--- config.mk ---
export PLATFORM = sky130hd
export DESIGN_NAME = time_keyed_permutation_order_unit_flat
export DESIGN_NICKNAME = d
export VERILOG_FILES = /design/src/hw/rtl/tkpo_pkg.sv /design/src/hw/rtl/tkpo_if.sv /design/src/hw/rtl/tkpo_reduce.sv /design/src/hw/rtl/tkpo_cell.sv /design/src/hw/rtl/time_keyed_permutation_order_unit.sv /design/src/flat_wrapper.sv
export SDC_FILE = /design/constraint.sdc
export NUM_CORES = 1
export LEC_CHECK = 0
export BUFFER_PORTS_ARGS = -buffer_cell sky130_fd_sc_hd__buf_2
export CORE_ASPECT_RATIO = 1.75
export CORE_MARGIN = 2
export CORE_UTILIZATION = 55
export CTS_CLUSTER_DIAMETER = 40
export CTS_CLUSTER_SIZE = 12
export DETAILED_ROUTE_END_ITERATION = 10
export PLACE_DENSITY = 0.76
export SLEW_MARGIN = 15
export SYNTH_ARGS = -nofsm -noshare
export SYNTH_HDL_FRONTEND = slang
export SYNTH_SLANG_ARGS = --single-unit
--- constraint.sdc ---
create_clock -name clk -period 8 [get_ports clk]
set_input_delay 0.8 -clock clk [delete_from_list [all_inputs] [get_ports clk]]
set_output_delay 0.8 -clock clk [all_outputs]
set_load 0.005 [all_outputs]
--- src/hw/rtl/tkpo_pkg.sv ---
// Package: shared constants, types and the place-weight table for the stage order unit.
`timescale 1ns / 1ps

package tkpo_pkg;

  // Number of stages in the order and number of orders (8!)
  localparam int unsigned SLOT_COUNT  = 8;
  localparam int unsigned ORDER_COUNT = 40320;

  // Reset value of the base time register
  localparam logic [31:0] BASE_TIME_RESET = 32'd1538556426;

  // 40320 = 315 * 2^7: the low 7 bits pass through, the rest is reduced mod 315
  localparam int unsigned LOW_BITS = 7;
  localparam logic [24:0] ODD_MOD  = 25'd315;

  // floor(2^33 / 315): quotient estimate is low by at most one
  localparam logic [49:0] RECIP_M     = 50'd27269633;
  localparam int unsigned RECIP_SHIFT = 33;

  typedef logic [2:0] slot_t;
  typedef slot_t [SLOT_COUNT-1:0] slot_arr_t;

  // Data handed from cell to cell: remaining rank and the partially built order
  typedef struct packed {
    logic [15:0] rem;
    slot_arr_t   ord;
  } cell_data_t;

  // (7-pos)!: weight of the factorial-base digit at position pos
  function automatic logic [15:0] place_weight(input int unsigned pos);
    logic [15:0] w;
    w = 16'd1;
    for (int unsigned k = 1; k < SLOT_COUNT; k++) begin
      if (k < SLOT_COUNT - pos) begin
        w = 16'(w * k);
      end
    end
    return w;
  endfunction

endpackage

--- src/hw/rtl/tkpo_if.sv ---
// Interfaces: input time channel, result order channel and base time write channel.
`timescale 1ns / 1ps

interface tkpo_in_if;
  logic        valid;
  logic        ready;
  logic [31:0] block_time;
  modport source (output valid, output block_time, input ready);
  modport sink   (input valid, input block_time, output ready);
endinterface

interface tkpo_out_if;
  logic       valid;
  logic       ready;
  logic [2:0] slot0;
  logic [2:0] slot1;
  logic [2:0] slot2;
  logic [2:0] slot3;
  logic [2:0] slot4;
  logic [2:0] slot5;
  logic [2:0] slot6;
  logic [2:0] slot7;
  modport source (output valid, output slot0, output slot1, output slot2, output slot3,
                  output slot4, output slot5, output slot6, output slot7, input ready);
  modport sink   (input valid, input slot0, input slot1, input slot2, input slot3,
                  input slot4, input slot5, input slot6, input slot7, output ready);
endinterface

interface tkpo_cfg_if;
  logic        valid;
  logic        ready;
  logic [31:0] base_time;
  modport source (output valid, output base_time, input ready);
  modport sink   (input valid, input base_time, output ready);
endinterface

--- src/hw/rtl/tkpo_reduce.sv ---
// Rank pipeline: (block_time - base_time) mod 40320 in four registered stages.
`timescale 1ns / 1ps

module tkpo_reduce
  import tkpo_pkg::*;
(
  input  logic        clk,
  input  logic        rst,
  input  logic        in_valid,
  output logic        in_ready,
  input  logic [31:0] block_time,
  input  logic [31:0] base_time,
  output logic        out_valid,
  input  logic        out_ready,
  output logic [15:0] rank
);

  logic [3:0]  vld;
  logic [3:0]  adv;

  logic [31:0] diff;
  logic [24:0] q_s1;
  logic [6:0]  lo_s1;
  logic [16:0] quot_s1;
  logic [9:0]  r_s2;
  logic [6:0]  lo_s2;
  logic [15:0] rank_s3;

  logic [49:0] prod;
  logic [24:0] qm;
  logic [24:0] r_full;
  logic [9:0]  r_fix;

  // stage enables: a stage loads when it is empty or its contents move on
  always_comb begin
    adv[3] = !vld[3] || out_ready;
    for (int k = 2; k >= 0; k--) begin
      adv[k] = !vld[k] || adv[k+1];
    end
  end

  assign in_ready = adv[0];

  // valid bits
  always_ff @(posedge clk) begin
    if (rst) begin
      vld <= '0;
    end else begin
      if (adv[0]) vld[0] <= in_valid;
      if (adv[1]) vld[1] <= vld[0];
      if (adv[2]) vld[2] <= vld[1];
      if (adv[3]) vld[3] <= vld[2];
    end
  end

  // quotient estimate by reciprocal, then remainder with one correction
  assign prod   = 50'(diff[31:LOW_BITS]) * RECIP_M;
  assign qm     = {8'b0, quot_s1} * ODD_MOD;
  assign r_full = q_s1 - qm;
  assign r_fix  = (r_s2 >= 10'(ODD_MOD)) ? 10'(r_s2 - 10'(ODD_MOD)) : r_s2;

  // payload registers
  always_ff @(posedge clk) begin
    if (adv[0] && in_valid) begin
      diff <= block_time - base_time;
    end
    if (adv[1] && vld[0]) begin
      q_s1    <= diff[31:LOW_BITS];
      lo_s1   <= diff[LOW_BITS-1:0];
      quot_s1 <= prod[49:RECIP_SHIFT];
    end
    if (adv[2] && vld[1]) begin
      r_s2  <= r_full[9:0];
      lo_s2 <= lo_s1;
    end
    if (adv[3] && vld[2]) begin
      rank_s3 <= {r_fix[8:0], lo_s2};
    end
  end

  assign out_valid = vld[3];
  assign rank      = rank_s3;

endmodule

--- src/hw/rtl/tkpo_cell.sv ---
// Unrank cell: takes one factorial-base digit and moves the chosen stage into its position.
`timescale 1ns / 1ps

module tkpo_cell
  import tkpo_pkg::*;
#(
  parameter int unsigned POS = 0
) (
  input  logic       clk,
  input  logic       rst,
  input  logic       in_valid,
  output logic       in_ready,
  input  cell_data_t in_data,
  output logic       out_valid,
  input  logic       out_ready,
  output cell_data_t out_data
);

  localparam logic [15:0] WEIGHT = place_weight(POS);

  logic [2:0]  digit;
  logic [2:0]  sel;
  cell_data_t  data_next;

  // digit = rem / WEIGHT, found by comparing against the multiples
  always_comb begin
    digit = '0;
    for (int unsigned k = 1; k < SLOT_COUNT; k++) begin
      if ({1'b0, in_data.rem} >= 17'(k * WEIGHT)) begin
        digit = 3'(k);
      end
    end
  end

  assign sel = 3'(POS) + digit;

  // rotate the chosen stage to this position, shift the skipped ones up by one
  always_comb begin
    data_next.rem = 16'(in_data.rem - 16'(digit * WEIGHT));
    for (int unsigned j = 0; j < SLOT_COUNT; j++) begin
      if (j == POS) begin
        data_next.ord[j] = in_data.ord[sel];
      end else if (j > POS && j <= POS + digit) begin
        data_next.ord[j] = in_data.ord[j-1];
      end else begin
        data_next.ord[j] = in_data.ord[j];
      end
    end
  end

  assign in_ready = !out_valid || out_ready;

  always_ff @(posedge clk) begin
    if (rst) begin
      out_valid <= 1'b0;
    end else if (in_ready) begin
      out_valid <= in_valid;
    end
  end

  always_ff @(posedge clk) begin
    if (in_ready && in_valid) begin
      out_data <= data_next;
    end
  end

endmodule

--- src/hw/rtl/time_keyed_permutation_order_unit.sv ---
// Top level: time-keyed stage order, rank pipeline followed by a chain of unrank cells.
//
//  channel  modport     payload             role
//  stamp    sink        block_time[31:0]    block time in
//  order    source      slot0..slot7[2:0]   stage order out
//  cfg      sink        base_time[31:0]     base time write
//
// One item per cycle sustained while order is ready; 4 rank stages, then 7 unrank cells.
// Each stage holds one item, so a stalled output backs up stage by stage.
// Synchronous active-high reset empties the pipeline and loads the default base time.
// cfg is always ready; the user must change base time only while the pipeline is empty (not enforced).
`timescale 1ns / 1ps

module time_keyed_permutation_order_unit
  import tkpo_pkg::*;
(
  input logic        clk,
  input logic        rst,
  tkpo_in_if.sink    stamp,
  tkpo_out_if.source order,
  tkpo_cfg_if.sink   cfg
);

  localparam int unsigned CELLS = SLOT_COUNT - 1;
  localparam int unsigned DEPTH = 4 + CELLS;

  logic [31:0]    base_time;
  logic           rank_valid;
  logic [15:0]    rank;
  logic [CELLS:0] cv;
  logic [CELLS:0] cr;
  cell_data_t     cd [CELLS+1];

  // base time register
  assign cfg.ready = 1'b1;

  always_ff @(posedge clk) begin
    if (rst) begin
      base_time <= BASE_TIME_RESET;
    end else if (cfg.valid && cfg.ready) begin
      base_time <= cfg.base_time;
    end
  end

  // rank = (block_time - base_time) mod 8!
  tkpo_reduce u_reduce (
    .clk        (clk),
    .rst        (rst),
    .in_valid   (stamp.valid),
    .in_ready   (stamp.ready),
    .block_time (stamp.block_time),
    .base_time  (base_time),
    .out_valid  (rank_valid),
    .out_ready  (cr[0]),
    .rank       (rank)
  );

  // chain head: rank with the identity order
  assign cv[0] = rank_valid;
  always_comb begin
    cd[0].rem = rank;
    for (int unsigned j = 0; j < SLOT_COUNT; j++) begin
      cd[0].ord[j] = slot_t'(j);
    end
  end

  // one cell per position; the last position needs no cell
  for (genvar p = 0; p < CELLS; p++) begin : g_cell
    tkpo_cell #(.POS(p)) u_cell (
      .clk       (clk),
      .rst       (rst),
      .in_valid  (cv[p]),
      .in_ready  (cr[p]),
      .in_data   (cd[p]),
      .out_valid (cv[p+1]),
      .out_ready (cr[p+1]),
      .out_data  (cd[p+1])
    );
  end

  // result channel
  assign order.valid = cv[CELLS];
  assign cr[CELLS]   = order.ready;
  assign order.slot0 = cd[CELLS].ord[0];
  assign order.slot1 = cd[CELLS].ord[1];
  assign order.slot2 = cd[CELLS].ord[2];
  assign order.slot3 = cd[CELLS].ord[3];
  assign order.slot4 = cd[CELLS].ord[4];
  assign order.slot5 = cd[CELLS].ord[5];
  assign order.slot6 = cd[CELLS].ord[6];
  assign order.slot7 = cd[CELLS].ord[7];

  // items in flight and stage coverage of the result, for checking
  logic [3:0] inflight;
  logic [7:0] seen;

  always_ff @(posedge clk) begin
    if (rst) begin
      inflight <= '0;
    end else begin
      inflight <= 4'(inflight + 4'(stamp.valid && stamp.ready)
                  - 4'(order.valid && order.ready));
    end
  end

  always_comb begin
    seen = '0;
    for (int unsigned j = 0; j < SLOT_COUNT; j++) begin
      seen[cd[CELLS].ord[j]] = 1'b1;
    end
  end

`ifndef SYNTH
  // every result names each stage exactly once
  a_perm: assert property (@(posedge clk) disable iff (rst)
    order.valid |-> (seen == 8'hFF))
    else $error("result is not a permutation of the stages");

  // rank entering the chain is below 8!
  a_rank: assert property (@(posedge clk) disable iff (rst)
    rank_valid |-> (rank < 16'(ORDER_COUNT)))
    else $error("rank out of range");

  // no more items in flight than stages
  a_depth: assert property (@(posedge clk) disable iff (rst)
    inflight <= 4'(DEPTH))
    else $error("more items in flight than pipeline stages");

  // no result without an item in flight
  a_empty: assert property (@(posedge clk) disable iff (rst)
    (inflight == 4'd0) |-> !order.valid)
    else $error("result shown with empty pipeline");
`endif

endmodule

--- src/flat_wrapper.sv ---
// flat-port wrapper written by rule: the top's interface ports become plain ports
module time_keyed_permutation_order_unit_flat import tkpo_pkg::*;
  (clk, rst, stamp_valid, stamp_block_time, stamp_ready, order_valid, order_slot0, order_slot1, order_slot2, order_slot3, order_slot4, order_slot5, order_slot6, order_slot7, order_ready, cfg_valid, cfg_base_time, cfg_ready);
  tkpo_in_if stamp_i ();
  tkpo_out_if order_i ();
  tkpo_cfg_if cfg_i ();
  input logic clk;
  input logic rst;
  input wire logic [$bits(stamp_i.valid)-1:0] stamp_valid;
  input wire logic [$bits(stamp_i.block_time)-1:0] stamp_block_time;
  output wire logic [$bits(stamp_i.ready)-1:0] stamp_ready;
  output wire logic [$bits(order_i.valid)-1:0] order_valid;
  output wire logic [$bits(order_i.slot0)-1:0] order_slot0;
  output wire logic [$bits(order_i.slot1)-1:0] order_slot1;
  output wire logic [$bits(order_i.slot2)-1:0] order_slot2;
  output wire logic [$bits(order_i.slot3)-1:0] order_slot3;
  output wire logic [$bits(order_i.slot4)-1:0] order_slot4;
  output wire logic [$bits(order_i.slot5)-1:0] order_slot5;
  output wire logic [$bits(order_i.slot6)-1:0] order_slot6;
  output wire logic [$bits(order_i.slot7)-1:0] order_slot7;
  input wire logic [$bits(order_i.ready)-1:0] order_ready;
  input wire logic [$bits(cfg_i.valid)-1:0] cfg_valid;
  input wire logic [$bits(cfg_i.base_time)-1:0] cfg_base_time;
  output wire logic [$bits(cfg_i.ready)-1:0] cfg_ready;
  assign stamp_i.valid = stamp_valid;
  assign stamp_i.block_time = stamp_block_time;
  assign stamp_ready = stamp_i.ready;
  assign order_valid = order_i.valid;
  assign order_slot0 = order_i.slot0;
  assign order_slot1 = order_i.slot1;
  assign order_slot2 = order_i.slot2;
  assign order_slot3 = order_i.slot3;
  assign order_slot4 = order_i.slot4;
  assign order_slot5 = order_i.slot5;
  assign order_slot6 = order_i.slot6;
  assign order_slot7 = order_i.slot7;
  assign order_i.ready = order_ready;
  assign cfg_i.valid = cfg_valid;
  assign cfg_i.base_time = cfg_base_time;
  assign cfg_ready = cfg_i.ready;
  time_keyed_permutation_order_unit u_core (.clk(clk), .rst(rst), .stamp(stamp_i), .order(order_i), .cfg(cfg_i));
endmodule
* Yosys cells after proc, flatten, opt, wreduce, memory -nomap -nowiden
Memory sizes are Yosys's and may differ from the RTL's. A register that Yosys moved wholly into a read port is not among the register bits. Index checks and enable logic that the tools add are counted.
Storage, ports and cells: register bits after elaboration 403, bits in read-only memories 24, input port bits 69, output and inout port bits 27, logic and storage cells 316, memories kept 1
Operators by class: $add $sub $neg 21, multipliers 7, order comparisons 84, multiplexer cells 90, reductions and logical operators 33
Memories:
- (name not given) | words 8, bits a word 3, read ports 1, clocked after Yosys merged registers in 1, wr ports 0, RTL line tkpo_cell.sv:42 | data_next.ord[j] = in_data.ord[sel];
Operators with widths (number):
- 3-bit by 32-bit less-or-equal comparator with 1-bit output (first input constant) | 12
- 3-bit two-way mux | 57
- 16-bit by 3-bit greater-or-equal comparator with 1-bit output (second input constant) | 7
- 2-bit by 32-bit less-or-equal comparator with 1-bit output (first input constant) | 3
- 16-bit by 4-bit greater-or-equal comparator with 1-bit output (second input constant) | 5
- 16-bit by 10-bit greater-or-equal comparator with 1-bit output (second input constant) | 4
- 16-bit by 5-bit greater-or-equal comparator with 1-bit output (second input constant) | 4
- 16-bit by 7-bit greater-or-equal comparator with 1-bit output (second input constant) | 4
- 3-bit binary-select mux with 3-bit select | 6
- 25-bit by 25-bit multiplier with 50-bit output (second input constant) | 1
- 16-bit by 12-bit greater-or-equal comparator with 1-bit output (second input constant) | 3
- 16-bit by 13-bit greater-or-equal comparator with 1-bit output (second input constant) | 3
- 16-bit by 15-bit greater-or-equal comparator with 1-bit output (second input constant) | 3
- 16-bit by 2-bit greater-or-equal comparator with 1-bit output (second input constant) | 3
- 16-bit by 6-bit greater-or-equal comparator with 1-bit output (second input constant) | 3
- 16-bit by 8-bit greater-or-equal comparator with 1-bit output (second input constant) | 3
- 16-bit by 14-bit greater-or-equal comparator with 1-bit output (second input constant) | 2
- 16-bit by 9-bit greater-or-equal comparator with 1-bit output (second input constant) | 2
- 32-bit subtractor | 1
- 2-bit two-way mux | 15
- 3-bit by 4-bit less-or-equal comparator with 1-bit output (first input constant) | 6
- 3-bit by 4-bit < comparator with 1-bit output (second input constant) | 6
- 17-bit by 9-bit multiplier with 10-bit output (second input constant) | 1
- 16-bit by 1-bit greater-or-equal comparator with 1-bit output (second input constant) | 1
- other kinds (29) | 80

* Depth between registers and ports, before layout
depth in word-level cells 13, mapped depth 23, depth with buffers taken out 23

* Modules after synthesis
Synthesis repeated with hierarchy kept, for this count alone.
Unflattened totals: cells, all modules 2503, area, all modules 29283.1 µm²
Modules (own cells, without submodules):
- tkpo_reduce | times used 1, cells an instance 1070, area an instance 11403.4 µm², seq. area each 2842.7 µm²
- tkpo_cell (u_core.g_cell[0].u_cell) | times used 1, cells an instance 272, area an instance 2944.1 µm², seq. area each 1221.2 µm²
- tkpo_cell (u_core.g_cell[1].u_cell) | times used 1, cells an instance 213, area an instance 2591.2 µm², seq. area each 1221.2 µm²
- tkpo_cell (u_core.g_cell[2].u_cell) | times used 1, cells an instance 211, area an instance 2572.5 µm², seq. area each 1221.2 µm²
- tkpo_cell (u_core.g_cell[3].u_cell) | times used 1, cells an instance 185, area an instance 2372.3 µm², seq. area each 1221.2 µm²
- tkpo_cell (u_core.g_cell[4].u_cell) | times used 1, cells an instance 171, area an instance 2228.4 µm², seq. area each 1221.2 µm²
- tkpo_cell (u_core.g_cell[5].u_cell) | times used 1, cells an instance 138, area an instance 1990.7 µm², seq. area each 1221.2 µm²
- tkpo_cell (u_core.g_cell[6].u_cell) | times used 1, cells an instance 137, area an instance 1988.2 µm², seq. area each 1221.2 µm²
- time_keyed_permutation_order_unit | times used 1, cells an instance 106, area an instance 1192.4 µm², seq. area each 640.6 µm²

* Least setup slack after synthesis
OpenSTA, ideal clock, no wires.
kind reg2reg, from register u_core.u_reduce.diff[8], to register u_core.u_reduce.quot_s1[8] (data pin), setup time 0.258 ns, data arrival time 5.219 ns, required time 7.742 ns, slack 2.524 ns, cell stages (with the launch flop) 21, buffers on the path 0, period minus slack after synthesis 5.476 ns, cell sequence edfxtp_1 ha_1 inv_1 fa_1 inv_1 ha_1 inv_1 fa_1 fa_1 inv_1 fa_1 fa_1 ha_1 nand4_1 nor4_1 a211oi_1 o2111a_1 o31a_1 nand2b_1 a21oi_1 xnor2_1
Between the ends: word-level cells in the longest chain between the ends 1
RTL lines:
- start: declaration | RTL line tkpo_reduce.sv:21 | logic [31:0] diff;
- start signal: assignment | RTL line tkpo_reduce.sv:65 | diff <= block_time - base_time;
- 25-bit by 25-bit multiplier with 50-bit output | RTL line tkpo_reduce.sv:57 | assign prod = 50'(diff[31:LOW_BITS]) * RECIP_M;
- named net u_core.u_reduce.prod[41] | RTL line tkpo_reduce.sv:29 | logic [49:0] prod;
- end signal: assignment | RTL line tkpo_reduce.sv:70 | quot_s1 <= prod[49:RECIP_SHIFT];
- end: declaration | RTL line tkpo_reduce.sv:24 | logic [16:0] quot_s1;
The timed path passes the listed nets, and every way through them passes these cells. A chain may end at the register's enable or synchronous reset.

==> results.tsv <==
stage	metric	value	unit
status	status	finished clean	
routing	first_pass_iters	5	
grt	busiest_layer	met2	
grt	overflow	0	
sta	max_freq	0.166	GHz
floorplanning	die_h	293	µm
final_layout	drive_gt1_share	10.6	%
logic_synthesis	syn-num-nets	2829	
final_layout	syn_to_final_growth	9.03	%
worst_setup_path	path_class	reg -> reg	
logic_synthesis	yosysTopAreaCell	edfxtp_1	
sta	tns	0	ns
job	cap_violations	0	
grt	grt_pass1_vias	18600	
sta	worstMarginPinSlew	1.11	ns
sta	rsz0062_at_grt	no	
logic_synthesis	synth_area	26300	µm²
clock_tree	insertion_delay	0.57	ns
logic_synthesis	ys_warn_count	0	
final_layout	diodes	0	
clock_tree	cts_tree	yes	
placement	gp_congestion	0.940	
routing	vias_per_cell	5.69	
floorplanning	die_area	49700	µm²
clock_tree	htreeDepth	2	
grt	met3_usage	2.52	%
logic_synthesis	ys_seq_area_share	41.9	%
clock_tree	cts_hold_buf	0	
placement	dpl.hpwl	47000	µm
worst_setup_path	critPathLaunch	u_core.u_reduce.rank[8]	
logic_synthesis	synth_cell_types	75	
floorplanning	ios	96	
grt	grtUsageMet1	17.1	%
sta	slew_headroom	25.4	%
sta	slew_viol_final	0	
placement	portBuffers	94	
worst_setup_path	end_kind	flip-flop	
sta	clock_skew	0.0210	ns
grt	grt_pass1_wl	89600	µm
worst_setup_path	cp_max_fo	8	
routing	vias	17200	
hold_path	min-delay-start	u_core.u_reduce.diff[1]	
logic_synthesis	synth-main-ff-cell	edfxtp_1	
worst_setup_path	critical_path_required	8.30	ns
logic_synthesis	synth_area_per_cell	11.4	µm²
grt	grt_use_met2	50.3	%
floorplanning	core-area	47500	µm²
hold_path	hold_path_class	reg -> reg	
clock_tree	post_cts_buffers	0	
routing	wl_per_cell	19.0	µm
worst_setup_path	worstPathArrival	6.33	ns
sta	period_minus_slack	6.03	ns
grt	grtUsageTotal	23.2	%
grt	grt_max_degree	46	
logic_synthesis	synth_top_area_share	38.6	%
logic_synthesis	synthCells	2304	
logic_synthesis	netlist_top_cells_count	inv_1 (378), ha_1 (348), edfxtp_1 (339)	
floorplanning	num_rows	106	
floorplanning	initial_core_util	55.5	%
routing	drcViolationCount	0	
sta	fin_crit_sh	75.4	%
floorplanning	dieWidth	169	µm
sta	hold_viol	0	
clock_tree	clock-root-buffer	clkbuf_16	
logic_synthesis	synthMostInstantiatedCell	inv_1	
routing	first_iter_violations	919	
clock_tree	clk_pin_slew	0.06	ns
clock_tree	cts_buffer_depth	3	
final_layout	n_fill_cell	3709	
grt	grt_antenna_before_repair	0	
logic_synthesis	synth_edf_count	339	
routing	drtAntennaViolNets	0	
worst_setup_path	r2r_start	u_core.u_reduce.rank[8]	
final_layout	fin_util	60.5	%
sta	setup_viol	0	
logic_synthesis	yosys-top-cells-area	edfxtp_1 (39%), ha_1 (17%), fa_1 (8.2%)	
final_layout	finalNetCount	2931	
clock_tree	cts_buffers	43	
clock_tree	cts.sinks	382	
clock_tree	cts_resized	0	
routing	wl	57600	µm
logic_synthesis	synth-seq-cells	382	
logic_synthesis	synth-async-reset-ratio	0	%
worst_setup_path	start_kind	flip-flop	
per-stage QoR:
step | instance area (µm²) | instances | setup WS, ns | hold WS (ns)
after global placement | 27400 | 2955 | 2.20 | 0.400
after global routing | 28700 | 3029 | 1.60 | 0.418
after detailed placement | 27400 | 2955 | 2.10 | 0.405
final | 28700 | 3029 | 1.97 | 0.411
after floorplan | 26300 | 2304 | 2.52 | 0.400
after CTS | 28700 | 3029 | 2.05 | 0.410
layer usage:
layer  vias up  share of wire [%]
met2       463                 60
met3       218                2.7
met4         0                8.6
li1       8228                  -
met1      8336                 29
met5         -                  0
cells in the final DEF (no fill, tap or decap), types with 43 or more instances in the layout:
cell / netlist / layout
inv_1: 378 / 378
clkbuf_16: 0 / 43
mux2_2: 53 / 53
a21oi_1: 92 / 92
buf_2: 0 / 94
fa_1: 108 / 108
o21ai_0: 62 / 62
xnor2_1: 105 / 105
mux2i_1: 58 / 58
edfxtp_1: 339 / 339
dfxtp_1: 43 / 43
ha_1: 348 / 348
nand2_1: 116 / 116
nor2_1: 136 / 136
worst max-delay path, cell delays in order, from the launching register on:
cell and delay [ns]:
edfxtp_1 0.53, or4_1 0.57, a31o_2 0.26, a41oi_1 0.40, inv_1 0.19, a221oi_1 0.32, a21oi_1 0.16, inv_1 0.22
ha_1 0.28, inv_1 0.09, ha_1 0.23, a31o_2 0.23, a21oi_1 0.26, nor2_1 0.07, o21ai_0 0.15, o21ai_0 0.12
a21o_1 0.23, xnor2_1 0.26, ha_1 0.35, nand3_1 0.12, nand2_1 0.06, a41o_1 0.22, o41a_1 0.32, xnor2_1 0.13
cells by family (layout without fill, tap and decap cells):
group	Yosys count	count (layout)	synth area share [%]
adder cells (fa/ha/maj)	458	458	24.8
AND/OR/NAND/NOR	441	441	7.97
buffers and inverters	425	556	6.44
flip-flops	382	382	41.9
AO/OA/AOI/OAI	325	325	8.13
XOR/XNOR	144	144	4.79
multiplexers	128	128	5.92
other	1	1	0.0142
worst paths after layout:
| path | end | slack, ns | cells after the start |
|---|---|---|---|
| worst max-delay path | u_core.g_cell[0].u_cell.out_data[39] | 1.97 | 23 |
| worst min-delay path | u_core.u_reduce.lo_s1[1] | 0.41 | 0 |
| worst max register to register | u_core.g_cell[0].u_cell.out_data[39] | 1.97 | 23 |
| worst min register to register | u_core.u_reduce.lo_s1[1] | 0.41 | 0 |
flip-flops by register name (all words and copies together) (netlist names):
register and cells:
u_core.u_reduce.diff 32, u_core.u_reduce.quot_s1 10, u_core.u_reduce.r_s2 10, u_core.u_reduce.q_s1 10
u_core.u_reduce.lo_s1 7, u_core.base_time 32, u_core.u_reduce.rank 16, u_core.g_cell.u_cell.out_data 247
u_core.g_cell.u_cell.out_valid 7, u_core.u_reduce.vld 4, u_core.u_reduce.lo_s2 7
area by class of cell:
cell class	count	area [µm²]	area share (%)
repair buffers	104	546	1.90
clock buffers	60	1140	3.97
inverters	378	1420	4.94
flip-flops and latches	382	11000	38.4
clock inverters	14	156	0.545
multi-input cells	1497	13700	47.6
well taps	594	743	2.59
Power is not shown: default switching activity piles up to over one toggle a cycle in this logic, so the estimate is an artifact.
